===== src/rtl/hrp_pkg.sv =====
`default_nettype none
// ----------------------------------------------------------------------------
// HTTP request head parser: shared types and constants
// Character class bits, the queued byte item, the result record and the
// result kind codes used by the front, back and result queue.
// ----------------------------------------------------------------------------
package hrp_pkg;

  // Result field widths
  localparam int KIND_W = 3;
  localparam int SPAN_W = 16;
  localparam int VER_W  = 4;

  // Queue depths (powers of two)
  localparam int BYTE_Q_DEPTH = 4;
  localparam int OUT_Q_DEPTH  = 4;

  // Result kinds
  localparam logic [KIND_W-1:0] KIND_METHOD  = 3'd0;
  localparam logic [KIND_W-1:0] KIND_PATH    = 3'd1;
  localparam logic [KIND_W-1:0] KIND_QUERY   = 3'd2;
  localparam logic [KIND_W-1:0] KIND_VERSION = 3'd3;
  localparam logic [KIND_W-1:0] KIND_NAME    = 3'd4;
  localparam logic [KIND_W-1:0] KIND_VALUE   = 3'd5;
  localparam logic [KIND_W-1:0] KIND_DONE    = 3'd6;
  localparam logic [KIND_W-1:0] KIND_ERROR   = 3'd7;

  // Character classes of one byte
  typedef struct packed {
    logic tchar;
    logic pchar;
    logic hex;
    logic digit;
    logic vchar;
    logic sp;
    logic tab;
    logic cr;
    logic lf;
    logic slash;
    logic qmark;
    logic pct;
    logic colon;
    logic up_h;
    logic up_t;
    logic up_p;
    logic dot;
  } char_class_t;

  // Classified byte waiting for the back end
  typedef struct packed {
    char_class_t      cls;
    logic [VER_W-1:0] low_nibble;
    logic             eom;
  } byte_item_t;

  // One result record
  typedef struct packed {
    logic [KIND_W-1:0] kind;
    logic [SPAN_W-1:0] offset;
    logic [SPAN_W-1:0] length;
    logic [VER_W-1:0]  major;
    logic [VER_W-1:0]  minor;
    logic              last;
  } result_t;

  // Result writes from the back end in one cycle
  typedef struct packed {
    logic first;
    logic second;
  } res_push_t;

endpackage

`default_nettype wire


===== src/rtl/http_request_head_parser_core.sv =====
`default_nettype none
// ----------------------------------------------------------------------------
// HTTP request head parser core
// Checks an HTTP/1.1 request head byte by byte and reports its spans.
// ----------------------------------------------------------------------------
// Usage:
//   Bytes enter on data_byte/end_of_message and are taken when push is high
//   and full is low. Results (method, path, query, version, field name,
//   field value, done, error) leave as a queue: the oldest waits on the span
//   ports while empty is low and is taken when pop is high.
//   A byte gives zero, one or two results; run_last marks the final one.
//   A taken byte is registered in the byte queue, and its results are
//   registered in the result queue before they reach the span ports.
//   Throughput: one byte per cycle while the result queue has room, set by the
//   combinational grammar step; a byte giving two results writes both at once.
//   Reset (rst, synchronous) empties both queues and returns the grammar
//   to the first method character at position zero.
//   When the receiver stops popping, the result queue fills, the back end
//   holds (it steps only with room for two results), the byte queue fills
//   and full rises. No item is lost or repeated across stalls.
//   end_of_message always returns the parser to its start state.
// ----------------------------------------------------------------------------
module http_request_head_parser_core #(
  parameter int POSITION_WIDTH = 16
) (
  input  wire logic                          clk,
  input  wire logic                          rst,
  input  wire logic [7:0]                    data_byte,
  input  wire logic                          end_of_message,
  input  wire logic                          push,
  output logic                               full,
  output logic [hrp_pkg::KIND_W-1:0]         span_kind,
  output logic [hrp_pkg::SPAN_W-1:0]         span_offset,
  output logic [hrp_pkg::SPAN_W-1:0]         span_length,
  output logic [hrp_pkg::VER_W-1:0]          major_version,
  output logic [hrp_pkg::VER_W-1:0]          minor_version,
  output logic                               run_last,
  output logic                               empty,
  input  wire logic                          pop
);

  hrp_pkg::byte_item_t item;
  logic                item_valid;
  logic                item_take;
  logic                room;
  hrp_pkg::res_push_t  res_push;
  hrp_pkg::result_t    res0;
  hrp_pkg::result_t    res1;
  hrp_pkg::result_t    head;

  // Classify and queue incoming bytes
  hrp_front u_front (
    .clk            (clk),
    .rst            (rst),
    .data_byte      (data_byte),
    .end_of_message (end_of_message),
    .push           (push),
    .full           (full),
    .item           (item),
    .item_valid     (item_valid),
    .item_take      (item_take)
  );

  // Run the grammar
  hrp_back #(
    .POSITION_WIDTH (POSITION_WIDTH)
  ) u_back (
    .clk        (clk),
    .rst        (rst),
    .item       (item),
    .item_valid (item_valid),
    .item_take  (item_take),
    .room       (room),
    .res_push   (res_push),
    .res0       (res0),
    .res1       (res1)
  );

  // Hold results for the receiver
  hrp_out_queue u_out_queue (
    .clk      (clk),
    .rst      (rst),
    .res_push (res_push),
    .res0     (res0),
    .res1     (res1),
    .room     (room),
    .empty    (empty),
    .pop      (pop),
    .head     (head)
  );

  assign span_kind     = head.kind;
  assign span_offset   = head.offset;
  assign span_length   = head.length;
  assign major_version = head.major;
  assign minor_version = head.minor;
  assign run_last      = head.last;

endmodule

`default_nettype wire


===== src/rtl/hrp_front.sv =====
`default_nettype none
// ----------------------------------------------------------------------------
// HTTP request head parser: front end
// Accepts raw bytes, sorts each into its character classes and holds the
// classified items in a short queue for the back end.
// ----------------------------------------------------------------------------
module hrp_front (
  input  wire logic              clk,
  input  wire logic              rst,
  input  wire logic [7:0]        data_byte,
  input  wire logic              end_of_message,
  input  wire logic              push,
  output logic                   full,
  output hrp_pkg::byte_item_t    item,
  output logic                   item_valid,
  input  wire logic              item_take
);

  localparam int DEPTH = hrp_pkg::BYTE_Q_DEPTH;
  localparam int AW    = $clog2(DEPTH);

  hrp_pkg::byte_item_t mem [DEPTH];
  logic [AW-1:0]       wptr;
  logic [AW-1:0]       rptr;
  logic [AW:0]         count;
  logic                wr;
  logic                rd;
  hrp_pkg::byte_item_t new_item;

  // Sort one byte into the grammar's character classes
  function automatic hrp_pkg::char_class_t classify(input logic [7:0] c);
    hrp_pkg::char_class_t k;
    logic alpha;
    logic dig;
    alpha   = (c >= 8'h61 && c <= 8'h7A) || (c >= 8'h41 && c <= 8'h5A);
    dig     = (c >= 8'h30 && c <= 8'h39);
    k.digit = dig;
    k.hex   = dig || (c >= 8'h61 && c <= 8'h66) || (c >= 8'h41 && c <= 8'h46);
    k.vchar = (c >= 8'h21 && c <= 8'h7E) || (c >= 8'h80);
    k.tchar = alpha || dig ||
              c == 8'h21 || c == 8'h23 || c == 8'h24 || c == 8'h25 || c == 8'h26 ||
              c == 8'h27 || c == 8'h2A || c == 8'h2B || c == 8'h2D || c == 8'h2E ||
              c == 8'h5E || c == 8'h5F || c == 8'h60 || c == 8'h7C || c == 8'h7E;
    k.pchar = alpha || dig ||
              c == 8'h2D || c == 8'h2E || c == 8'h5F || c == 8'h7E || c == 8'h21 ||
              c == 8'h24 || c == 8'h26 || c == 8'h27 || c == 8'h28 || c == 8'h29 ||
              c == 8'h2A || c == 8'h2B || c == 8'h2C || c == 8'h3B || c == 8'h3D ||
              c == 8'h3A || c == 8'h40;
    k.sp    = (c == 8'h20);
    k.tab   = (c == 8'h09);
    k.cr    = (c == 8'h0D);
    k.lf    = (c == 8'h0A);
    k.slash = (c == 8'h2F);
    k.qmark = (c == 8'h3F);
    k.pct   = (c == 8'h25);
    k.colon = (c == 8'h3A);
    k.up_h  = (c == 8'h48);
    k.up_t  = (c == 8'h54);
    k.up_p  = (c == 8'h50);
    k.dot   = (c == 8'h2E);
    return k;
  endfunction

  // Build the queued item
  always_comb begin
    new_item.cls        = classify(data_byte);
    new_item.low_nibble = data_byte[3:0];
    new_item.eom        = end_of_message;
  end

  assign full       = (count == (AW + 1)'(DEPTH));
  assign item_valid = (count != '0);
  assign item       = mem[rptr];
  assign wr         = push && !full;
  assign rd         = item_valid && item_take;

  // Advance pointers and fill level
  always_ff @(posedge clk) begin
    if (rst) begin
      wptr  <= '0;
      rptr  <= '0;
      count <= '0;
    end else begin
      if (wr) begin
        wptr <= wptr + AW'(1);
      end
      if (rd) begin
        rptr <= rptr + AW'(1);
      end
      if (wr && !rd) begin
        count <= count + (AW + 1)'(1);
      end else if (rd && !wr) begin
        count <= count - (AW + 1)'(1);
      end
    end
  end

  // Store the classified item
  always_ff @(posedge clk) begin
    if (wr) begin
      mem[wptr] <= new_item;
    end
  end

endmodule

`default_nettype wire


===== src/rtl/hrp_back.sv =====
`default_nettype none
// ----------------------------------------------------------------------------
// HTTP request head parser: back end
// Runs the request-line and header grammar, one classified item a cycle while
// room is high; tracks positions and emits up to two result records per item.
// ----------------------------------------------------------------------------
module hrp_back #(
  parameter int POSITION_WIDTH = 16
) (
  input  wire logic                clk,
  input  wire logic                rst,
  input  wire hrp_pkg::byte_item_t item,
  input  wire logic                item_valid,
  output logic                     item_take,
  input  wire logic                room,
  output hrp_pkg::res_push_t       res_push,
  output hrp_pkg::result_t         res0,
  output hrp_pkg::result_t         res1
);

  localparam int PW = POSITION_WIDTH;
  localparam int SW = hrp_pkg::SPAN_W;
  localparam int VW = hrp_pkg::VER_W;

  typedef enum logic [4:0] {
    PH_M_FIRST   = 5'd0,
    PH_M_REST    = 5'd1,
    PH_T_SLASH   = 5'd2,
    PH_PATH      = 5'd3,
    PH_PATH_HEX  = 5'd4,
    PH_QUERY     = 5'd5,
    PH_QUERY_HEX = 5'd6,
    PH_V_H       = 5'd7,
    PH_V_T1      = 5'd8,
    PH_V_T2      = 5'd9,
    PH_V_P       = 5'd10,
    PH_V_SL      = 5'd11,
    PH_V_MAJ     = 5'd12,
    PH_V_DOT     = 5'd13,
    PH_V_MIN     = 5'd14,
    PH_CR        = 5'd15,
    PH_LF        = 5'd16,
    PH_F_FIRST   = 5'd17,
    PH_F_NAME    = 5'd18,
    PH_OWS       = 5'd19,
    PH_VALUE     = 5'd20,
    PH_END_LF    = 5'd21,
    PH_DONE      = 5'd22,
    PH_FAILED    = 5'd23
  } phase_t;

  phase_t                    phase;
  phase_t                    phase_next;
  logic [PW-1:0]             pos;
  logic [PW-1:0]             pos_next;
  logic [PW-1:0]             span_start;
  logic [PW-1:0]             span_start_next;
  logic [1:0]                hex_pending;
  logic [1:0]                hex_pending_next;
  logic [VW-1:0]             held_major;
  logic [VW-1:0]             held_major_next;

  logic                      go;
  logic [PW-1:0]             len;
  logic                      fail;
  logic                      err;
  logic                      span_ok;
  logic [hrp_pkg::KIND_W-1:0] span_kind;
  logic [PW-1:0]             span_off;
  logic [PW-1:0]             span_len;
  logic [VW-1:0]             span_minor;
  logic                      in_query;
  hrp_pkg::char_class_t      c;

  assign go        = item_valid && room;
  assign item_take = go;
  assign c         = item.cls;
  assign len       = pos - span_start;
  assign in_query  = (phase == PH_QUERY) || (phase == PH_QUERY_HEX);

  // Grammar step for the item at the head of the queue
  always_comb begin
    phase_next       = phase;
    pos_next         = pos;
    span_start_next  = span_start;
    hex_pending_next = hex_pending;
    held_major_next  = held_major;
    fail             = 1'b0;
    err              = 1'b0;
    span_ok          = 1'b0;
    span_kind        = hrp_pkg::KIND_METHOD;
    span_off         = span_start;
    span_len         = len;
    span_minor       = '0;

    if (phase == PH_DONE || phase == PH_FAILED) begin
      // idle until the end of the message
    end else begin
      if (pos == '1) begin
        fail = 1'b1;
      end else begin
        pos_next = pos + PW'(1);
        case (phase)
          PH_M_FIRST: begin
            if (c.tchar) begin
              span_start_next = pos;
              phase_next      = PH_M_REST;
            end else begin
              fail = 1'b1;
            end
          end
          PH_M_REST: begin
            if (c.tchar) begin
              phase_next = PH_M_REST;
            end else if (c.sp) begin
              span_ok    = 1'b1;
              span_kind  = hrp_pkg::KIND_METHOD;
              phase_next = PH_T_SLASH;
            end else begin
              fail = 1'b1;
            end
          end
          PH_T_SLASH: begin
            if (c.slash) begin
              span_start_next = pos;
              phase_next      = PH_PATH;
            end else begin
              fail = 1'b1;
            end
          end
          PH_PATH, PH_QUERY: begin
            if (c.pchar || c.slash || (c.qmark && in_query)) begin
              phase_next = phase;
            end else if (c.pct) begin
              hex_pending_next = 2'd2;
              phase_next       = in_query ? PH_QUERY_HEX : PH_PATH_HEX;
            end else if (c.qmark) begin
              span_ok         = 1'b1;
              span_kind       = hrp_pkg::KIND_PATH;
              span_start_next = pos;
              phase_next      = PH_QUERY;
            end else if (c.sp) begin
              span_ok    = 1'b1;
              span_kind  = in_query ? hrp_pkg::KIND_QUERY : hrp_pkg::KIND_PATH;
              phase_next = PH_V_H;
            end else begin
              fail = 1'b1;
            end
          end
          PH_PATH_HEX, PH_QUERY_HEX: begin
            if (!c.hex) begin
              fail = 1'b1;
            end else begin
              hex_pending_next = hex_pending - 2'd1;
              if (hex_pending == 2'd1) begin
                phase_next = in_query ? PH_QUERY : PH_PATH;
              end
            end
          end
          PH_V_H: begin
            if (c.up_h) begin
              span_start_next = pos;
              phase_next      = PH_V_T1;
            end else begin
              fail = 1'b1;
            end
          end
          PH_V_T1: begin
            if (c.up_t) phase_next = PH_V_T2;
            else fail = 1'b1;
          end
          PH_V_T2: begin
            if (c.up_t) phase_next = PH_V_P;
            else fail = 1'b1;
          end
          PH_V_P: begin
            if (c.up_p) phase_next = PH_V_SL;
            else fail = 1'b1;
          end
          PH_V_SL: begin
            if (c.slash) phase_next = PH_V_MAJ;
            else fail = 1'b1;
          end
          PH_V_MAJ: begin
            if (c.digit) begin
              held_major_next = item.low_nibble;
              phase_next      = PH_V_DOT;
            end else begin
              fail = 1'b1;
            end
          end
          PH_V_DOT: begin
            if (c.dot) phase_next = PH_V_MIN;
            else fail = 1'b1;
          end
          PH_V_MIN: begin
            if (c.digit) begin
              span_ok    = 1'b1;
              span_kind  = hrp_pkg::KIND_VERSION;
              span_len   = len + PW'(1);
              span_minor = item.low_nibble;
              phase_next = PH_CR;
            end else begin
              fail = 1'b1;
            end
          end
          PH_CR: begin
            if (c.cr) phase_next = PH_LF;
            else fail = 1'b1;
          end
          PH_LF: begin
            if (c.lf) phase_next = PH_F_FIRST;
            else fail = 1'b1;
          end
          PH_F_FIRST: begin
            if (c.cr) begin
              phase_next = PH_END_LF;
            end else if (c.tchar) begin
              span_start_next = pos;
              phase_next      = PH_F_NAME;
            end else begin
              fail = 1'b1;
            end
          end
          PH_F_NAME: begin
            if (c.tchar) begin
              phase_next = PH_F_NAME;
            end else if (c.colon) begin
              span_ok    = 1'b1;
              span_kind  = hrp_pkg::KIND_NAME;
              phase_next = PH_OWS;
            end else begin
              fail = 1'b1;
            end
          end
          PH_OWS: begin
            if (c.sp || c.tab) begin
              phase_next = PH_OWS;
            end else if (c.vchar) begin
              span_start_next = pos;
              phase_next      = PH_VALUE;
            end else if (c.cr) begin
              // empty value sits at the CR
              span_ok    = 1'b1;
              span_kind  = hrp_pkg::KIND_VALUE;
              span_off   = pos;
              span_len   = '0;
              phase_next = PH_LF;
            end else begin
              fail = 1'b1;
            end
          end
          PH_VALUE: begin
            if (c.vchar || c.sp || c.tab) begin
              phase_next = PH_VALUE;
            end else if (c.cr) begin
              span_ok    = 1'b1;
              span_kind  = hrp_pkg::KIND_VALUE;
              phase_next = PH_LF;
            end else begin
              fail = 1'b1;
            end
          end
          PH_END_LF: begin
            if (c.lf) begin
              span_ok    = 1'b1;
              span_kind  = hrp_pkg::KIND_DONE;
              span_off   = '0;
              span_len   = pos + PW'(1);
              phase_next = PH_DONE;
            end else begin
              fail = 1'b1;
            end
          end
          default: begin
            fail = 1'b1;
          end
        endcase
      end

      if (fail) begin
        phase_next = PH_FAILED;
      end
      // Fail, or end of message on an unfinished head
      err = fail ||
            (item.eom && phase_next != PH_DONE && phase_next != PH_FAILED);
    end

    // Drop all state at the end of the message
    if (item.eom) begin
      phase_next       = PH_M_FIRST;
      pos_next         = '0;
      span_start_next  = '0;
      hex_pending_next = '0;
      held_major_next  = '0;
    end
  end

  // Build result records; a span always goes before an error
  always_comb begin
    hrp_pkg::result_t span_rec;
    hrp_pkg::result_t err_rec;
    span_rec.kind   = span_kind;
    span_rec.offset = SW'(span_off);
    span_rec.length = SW'(span_len);
    span_rec.major  = (span_kind == hrp_pkg::KIND_VERSION) ? held_major : '0;
    span_rec.minor  = span_minor;
    span_rec.last   = !err;
    err_rec.kind    = hrp_pkg::KIND_ERROR;
    err_rec.offset  = SW'(pos);
    err_rec.length  = '0;
    err_rec.major   = '0;
    err_rec.minor   = '0;
    err_rec.last    = 1'b1;
    res0            = span_ok ? span_rec : err_rec;
    res1            = err_rec;
    res_push.first  = go && (span_ok || err);
    res_push.second = go && span_ok && err;
  end

  // Hold parser state, advance on each consumed item
  always_ff @(posedge clk) begin
    if (rst) begin
      phase       <= PH_M_FIRST;
      pos         <= '0;
      span_start  <= '0;
      hex_pending <= '0;
      held_major  <= '0;
    end else if (go) begin
      phase       <= phase_next;
      pos         <= pos_next;
      span_start  <= span_start_next;
      hex_pending <= hex_pending_next;
      held_major  <= held_major_next;
    end
  end

  // End of message always returns the parser to its start
  a_eom_restart: assert property (@(posedge clk) disable iff (rst)
    (go && item.eom) |=> (phase == PH_M_FIRST && pos == '0))
    else $error("parser not back at start after end of message");

  // A second result is always an error following a span
  a_pair_order: assert property (@(posedge clk) disable iff (rst)
    res_push.second |-> (res_push.first && res0.kind != hrp_pkg::KIND_ERROR &&
                         res1.kind == hrp_pkg::KIND_ERROR && !res0.last))
    else $error("bad ordering of a result pair");

endmodule

`default_nettype wire


===== src/rtl/hrp_out_queue.sv =====
`default_nettype none
// ----------------------------------------------------------------------------
// HTTP request head parser: result queue
// Takes up to two result records a cycle from the back end and presents the
// oldest one to the receiver.
// ----------------------------------------------------------------------------
module hrp_out_queue (
  input  wire logic                clk,
  input  wire logic                rst,
  input  wire hrp_pkg::res_push_t  res_push,
  input  wire hrp_pkg::result_t    res0,
  input  wire hrp_pkg::result_t    res1,
  output logic                     room,
  output logic                     empty,
  input  wire logic                pop,
  output hrp_pkg::result_t         head
);

  localparam int DEPTH = hrp_pkg::OUT_Q_DEPTH;
  localparam int AW    = $clog2(DEPTH);

  hrp_pkg::result_t mem [DEPTH];
  logic [AW-1:0]    wptr;
  logic [AW-1:0]    rptr;
  logic [AW:0]      count;
  logic [AW:0]      n_wr;
  logic             rd;

  assign n_wr  = (AW + 1)'(res_push.first) + (AW + 1)'(res_push.second);
  assign rd    = pop && !empty;
  assign empty = (count == '0);
  assign room  = (count <= (AW + 1)'(DEPTH - 2));
  assign head  = mem[rptr];

  // Advance pointers and fill level
  always_ff @(posedge clk) begin
    if (rst) begin
      wptr  <= '0;
      rptr  <= '0;
      count <= '0;
    end else begin
      wptr  <= wptr + AW'(n_wr);
      if (rd) begin
        rptr <= rptr + AW'(1);
      end
      count <= count + n_wr - (AW + 1)'(rd);
    end
  end

  // Store one or two records
  always_ff @(posedge clk) begin
    if (res_push.first) begin
      mem[wptr] <= res0;
    end
    if (res_push.second) begin
      mem[wptr + AW'(1)] <= res1;
    end
  end

  // Fill level never passes the depth
  a_no_overflow: assert property (@(posedge clk) disable iff (rst)
    count <= (AW + 1)'(DEPTH))
    else $error("result queue overflow");

  // Writes only arrive in a cycle that reports room
  a_write_room: assert property (@(posedge clk) disable iff (rst)
    (res_push.first && !room) |-> 1'b0)
    else $error("result written without room");

endmodule

`default_nettype wire


===== config.mk =====
export PLATFORM = sky130hd
export DESIGN_NAME = http_request_head_parser_core
export DESIGN_NICKNAME = d
export VERILOG_FILES = /design/src/rtl/hrp_pkg.sv /design/src/rtl/http_request_head_parser_core.sv /design/src/rtl/hrp_front.sv /design/src/rtl/hrp_back.sv /design/src/rtl/hrp_out_queue.sv
export SDC_FILE = /design/constraint.sdc
export NUM_CORES = 1
export LEC_CHECK = 0
export ABC_AREA = 1
export BUFFER_PORTS_ARGS = -buffer_cell sky130_fd_sc_hd__buf_2
export CAP_MARGIN = 5
export CELL_PAD_IN_SITES_DETAIL_PLACEMENT = 1
export CELL_PAD_IN_SITES_GLOBAL_PLACEMENT = 1
export CORE_MARGIN = 2
export CORE_UTILIZATION = 45
export DETAILED_ROUTE_END_ITERATION = 10
export GPL_TIMING_DRIVEN = 1
export PLACE_DENSITY = 0.76
export SLEW_MARGIN = 20
export SYNTH_ARGS = -nofsm -noshare
export SYNTH_HDL_FRONTEND = slang
export SYNTH_HIERARCHICAL = 1
export SYNTH_SLANG_ARGS = --single-unit

===== constraint.sdc =====
create_clock -name clk -period 15.1 [get_ports clk]
set_input_delay 1.51 -clock clk [delete_from_list [all_inputs] [get_ports clk]]
set_output_delay 1.51 -clock clk [all_outputs]
set_load 0.02 [all_outputs]

* Yosys cells after proc, flatten, opt, wreduce, memory -nomap -nowiden
Memories as Yosys holds them, arrays and structs flattened. A register that Yosys moved wholly into a read port is not among the register bits.
Cells that the tools add are included.
** Word-level totals
- Bits in registers :: 57
- Memory bits (writable) :: 264
- Input port bits :: 13
- Output and inout bits :: 46
- Word-level logic and storage cells :: 353
- Memories kept :: 2
** Cells by class
- Add/subtract/negate cells :: 14
- Magnitude comparators :: 12
- Equal/unequal tests :: 72
- Mux-type cells :: 154
- Reductions and logical operators :: 88
** Memories
- u_out_queue.mem :: depth 4, bits a word 44, rd ports 1, clocked after Yosys merged registers in 1, wr ports 2, line hrp_out_queue.sv:22 : hrp_pkg::result_t mem [DEPTH];
- u_front.mem :: depth 4, bits a word 22, rd ports 1, clocked after Yosys merged registers in 1, wr ports 1, line hrp_front.sv:22 : hrp_pkg::byte_item_t mem [DEPTH];
** Operator list (count)
- $mux 16 :: 28
- $mux 5 :: 33
- $eq 8x6->1 const B :: 19
- $pmux 5 s20 :: 1
- $pmux 16 s6 :: 1
- $eq 8x7->1 const B :: 9
- $mux 3 :: 16
- $pmux 16 s3 :: 1
- $logic_or 1x1->1 :: 46
- $mux 1 :: 45
- $mux 44 :: 1
- $eq 5x4->1 const B :: 8
- $eq 5x5->1 const B :: 8
- $le 8x7->1 const B :: 5
- $mux 4 :: 10
- $add 16x1->16 const B :: 2
- $pmux 16 s2 :: 1
- $ne 3x2->1 const B :: 9
- $mux 2 :: 13
- $eq 8x4->1 const B :: 3
- $eq 5x3->1 const B :: 4
- $logic_and 1x1->1 :: 18
- $pmux 3 s6 :: 1
- $eq 16x16->1 const B :: 1
- other kinds (37) :: 57

* Longest topological paths before layout
- Depth in word-level cells :: 21
- Mapped depth :: 29
- Mapped depth without buffers :: 28

* By module
The synthesis kept the hierarchy.
** Modules (own cells, without submodules)
- hrp_out_queue :: instances 1, cells an instance 929, area an instance 8861.0 um^2, seq. area each 5465.2 um^2
- hrp_back :: instances 1, cells an instance 1058, area an instance 5759.3 um^2, seq. area each 860.8 um^2
- hrp_front :: instances 1, cells an instance 413, area an instance 4277.9 um^2, seq. area each 2822.7 um^2

* Least setup slack after synthesis
No wires, ideal clock.
- Path kind :: reg2reg
- Start :: reg (tool-made name)
- End :: mem u_out_queue/mem[3][0] in the netlist's numbering (enable)
- Library setup time :: 0.511 ns
- Data arrival time :: 5.708 ns
- Data required time :: 14.589 ns
- Path slack :: 8.880 ns
- Stages on the path, launching flop included :: 22
- Buffers on the path :: 2
- Period minus slack after synthesis :: 6.220 ns
- Path through :: dfxtp_1 > buf_2 > inv_1 > buf_2 > nor2_1 > o22ai_1 > inv_1 > nand2_1 > inv_1 > o211ai_1 > nand3_1 > nor2_1 > nand2_1 > nor2_1 > nor2_1 > nand3_1 > nand2_1 > nand2_1 > nand2_1 > a21oi_1 > inv_1 > o31ai_1
** RTL lines (line)
- end: declaration :: hrp_out_queue.sv:22

==> qor.yml <==
drt:
  drt_iter0_drc: 1169
  avgRoutedWirePerCell_um: 21.2
  routed_wl_um: 63300
  drtAntennaViolNets: 0
  viasPerCell: 5.70
  drc: 0
  drt_pre_antenna_iters: 6
  num_vias: 17000
die:
  core_um2: 41700
  fp.dieW_um: 209
  die_area_um2: 43700
  rows: 75
  start_util_pct: 45.4
  io_pins: 59
  die_h_um: 209
worst_setup_path:
  crit_top_cell: "inv_1"
  crit_type: "reg2reg"
  cp-end-kind: "register"
  cp_cell_sequence: "buf_4 -> inv_1 -> buf_4 -> o21ai_0 -> o22ai_1 -> inv_1 -> nor2_1 -> nand2_1 -> nand3_1 -> inv_1 -> nand4_1 -> nand2_2 -> inv_2 -> nand2_1 -> nor2_1 -> ha_1 -> inv_1 -> ha_1 -> inv_1 -> ha_1 -> fa_1 -> or2_2 -> a21oi_1 -> nor2_1"
  reg2reg_depth: 24
  path_max_fanout: 45
  reg2reg_slack_ns: 9.17
  worst-path-buf-inv: 8
  required_ns: 15.55
  crit_slowest_cell: "inv_2"
  cp_top_family: "simple AND/OR/NAND/NOR gates"
  reg2reg_to: "u_out_queue/count[2]"
  arrival_ns: 6.38
  crit_path_start_kind: "register"
  crit_path_max_incr_delay_ns: 0.48
cts:
  tritoncts: "yes"
  postCtsSetupRepairBufs: 0
  clock_latency_ns: 0.57
  clockBufferDepth: 3
  postCtsResizedCells: 0
  cts_root_buffer: "clkbuf_16"
  path_clk_slew_ns: 0.06
  cts.sinks: 325
  cts_hold_buf: 0
  cts_buffers: 38
  cts.htree.levels: 2
synth:
  synth_edf_count: 264
  yosysSeqAreaShare_pct: 48.4
  synth_warnings: 6
  syn-cell-area_um2: 18900
  synth_cell_types: 56
  synthesis.area_per_instance_um2: 7.87
  synth_ff_type: "edfxtp_1"
  async_flop_share_pct: 0
  synth_seq_cells: 325
  synthCells: 2400
power_and_ir_drop:
  p_seq_share_pct: 36.4
  vdd_drop_max_mv: 0.120
  intPower_mw: 2.00
  power_frac_clock_pct: 26.1
  p_per_area_nw_per_um2: 165
  p_leak_nw: 7.76
  switching_power_mw: 1.41
  comb_power_share_pct: 37.5
  power_switching_share_pct: 41.4
timing:
  final.setup_skew_ns: 0.0152
  maxSlewViolCount: 0
  max_freq_mhz: 169
  worstMarginPinSlew_ns: 1.05
  relSlewSlack_pct: 29.8
  fin_crit_ns: 5.93
  hold_viol_final: 0
  whs_ns: 0.464
  tns_ns: 0
  setup_violations: 0
  min_period_over_period_pct: 39.3
  rsz0062_at_grt: "no"
min_path:
  hold_depth: 2
  hold_path.startpoint: "u_back/span_start[9]"
  hold_class: "reg2reg"
  holdPathEnd: "u_back/span_start[9]"
placed_design:
  io_buffers: 58
  dp_hpwl_um: 44600
  dpl_cell_area_um2: 19500
  gp_congestion: 0.966
finish:
  area_growth_pct: 9.32
  stdcell_area_um2: 20700
  fin_util_pct: 49.6
  fin_nets: 2458
  diodes: 0
  drive_gt1_share_pct: 8.19
  mostFrequentLayoutCell: "nand2_1"
  final_cell_mix: "538 x nand2_1, 340 x o21ai_0, 319 x nor2_1, 264 x edfxtp_1, 240 x inv_1"
outcome:
  status: "completed"
global_route:
  grt_use_total_pct: 29.0
  grt_max_degree: 90
  antenna_found_initial: 0
  grt-ovfl-total: 0
  grt_pass1_wl_um: 98500
  grt_pass1_vias: 17500
flow_run:
  cap_violations: 0
[metrics by stage]
step	total power, mW	std cells	worst slack [ns]
2_1_floorplan	2.08	2426	8.88
5_1_grt	3.59	2980	8.56
3_5_place_dp	2.53	2913	9.25
3_3_place_gp	2.49	2913	9.41
6_report	3.41	2980	9.17
4_1_cts	3.43	2980	9.25
[registers in the layout, summed over array words and instances (netlist names), named ones only]
register	cells
u_out_queue/mem	176
u_front/mem	88
u_back/pos	16
u_back/span_start	16
u_back/phase	5
u_back/held_major	4
u_front/count	3
u_out_queue/count	3
u_back/hex_pending	2
u_front/rptr	2
u_front/wptr	2
u_out_queue/rptr	2
u_out_queue/wptr	2
[worst max-delay path by stage]
stage                                  endpoint  slack, ns  cells past startpoint
after floorplan           u_out_queue/mem[3][0]       8.88                     21
after global placement     u_out_queue/count[2]       9.41                     24
after detailed placement   u_out_queue/count[2]       9.25                     23
after CTS                  u_out_queue/count[2]       9.25                     24
after global routing       u_out_queue/count[2]       8.56                     24
final                      u_out_queue/count[2]       9.17                     24
[tightest hold or removal path, cell delays in order, from the launching register on]
cell and delay, ns:
dfxtp_1 0.31, nand2_1 0.06, a21oi_1 0.05
[logic make-up (layout without fill, tap and decap cells)]
kind of cell / count (synthesis) / after routing / synth area share (%)
AND/OR/NAND/NOR: 1063 / 1063 / 23.3
AO/OA/AOI/OAI: 577 / 577 / 16.6
buffers and inverters: 389 / 404 / 8.90
flip-flops: 325 / 325 / 48.4
adder cells (fa/ha/maj): 31 / 31 / 2.17
XOR/XNOR: 13 / 13 / 0.602
other: 2 / 28 / 0.0397
[power groups by stage]
| stage | Sequential (mW) | Combinational (mW) | Clock [mW] |
|---|---|---|---|
| 2_1_floorplan | 1.22 | 0.861 | 0 |
| 3_3_place_gp | 1.25 | 1.24 | 0 |
| 3_5_place_dp | 1.26 | 1.27 | 0 |
| 4_1_cts | 1.24 | 1.28 | 0.908 |
| 5_1_grt | 1.26 | 1.40 | 0.937 |
| 6_report | 1.24 | 1.28 | 0.890 |
[cell usage after synthesis, drive strengths merged, types with 4 or more instances]
cell type  count  area (um^2)
a211oi         5         37.5
a21oi         79          395
a22oi         10          105
buf           73          490
clkbuf        60          225
dfxtp         61         1220
edfxtp       264         7930
ha            28          350
inv          254          958
nand2        553         2120
nand3        120          616
nand4         15          100
nor2         340         1340
nor3          21          126
o211ai         4         30.0
o21ai        371         1860
o22ai         87          544
o31ai          4         30.0
xor2          12          105
[area by class of cell]
cell class | instances | area, um^2
fillers | 5160 | 21000
clock buffers | 52 | 1020
flip-flops and latches | 325 | 9150
multi-input cells | 1712 | 8220
inverters | 256 | 966
well taps | 539 | 674
repair buffers | 81 | 463
clock inverters | 15 | 163
[metal layers]
metal  global-route usage [%]  vias to the layer above  wire (um)
met5                        0                        -          0
met4                     10.3                        0       1750
met3                     3.56                      102       3030
met2                     48.4                      411      29800
met1                     39.1                     8393      28700
li1                         -                     8071          -
Power figures use the tool's default switching activity.
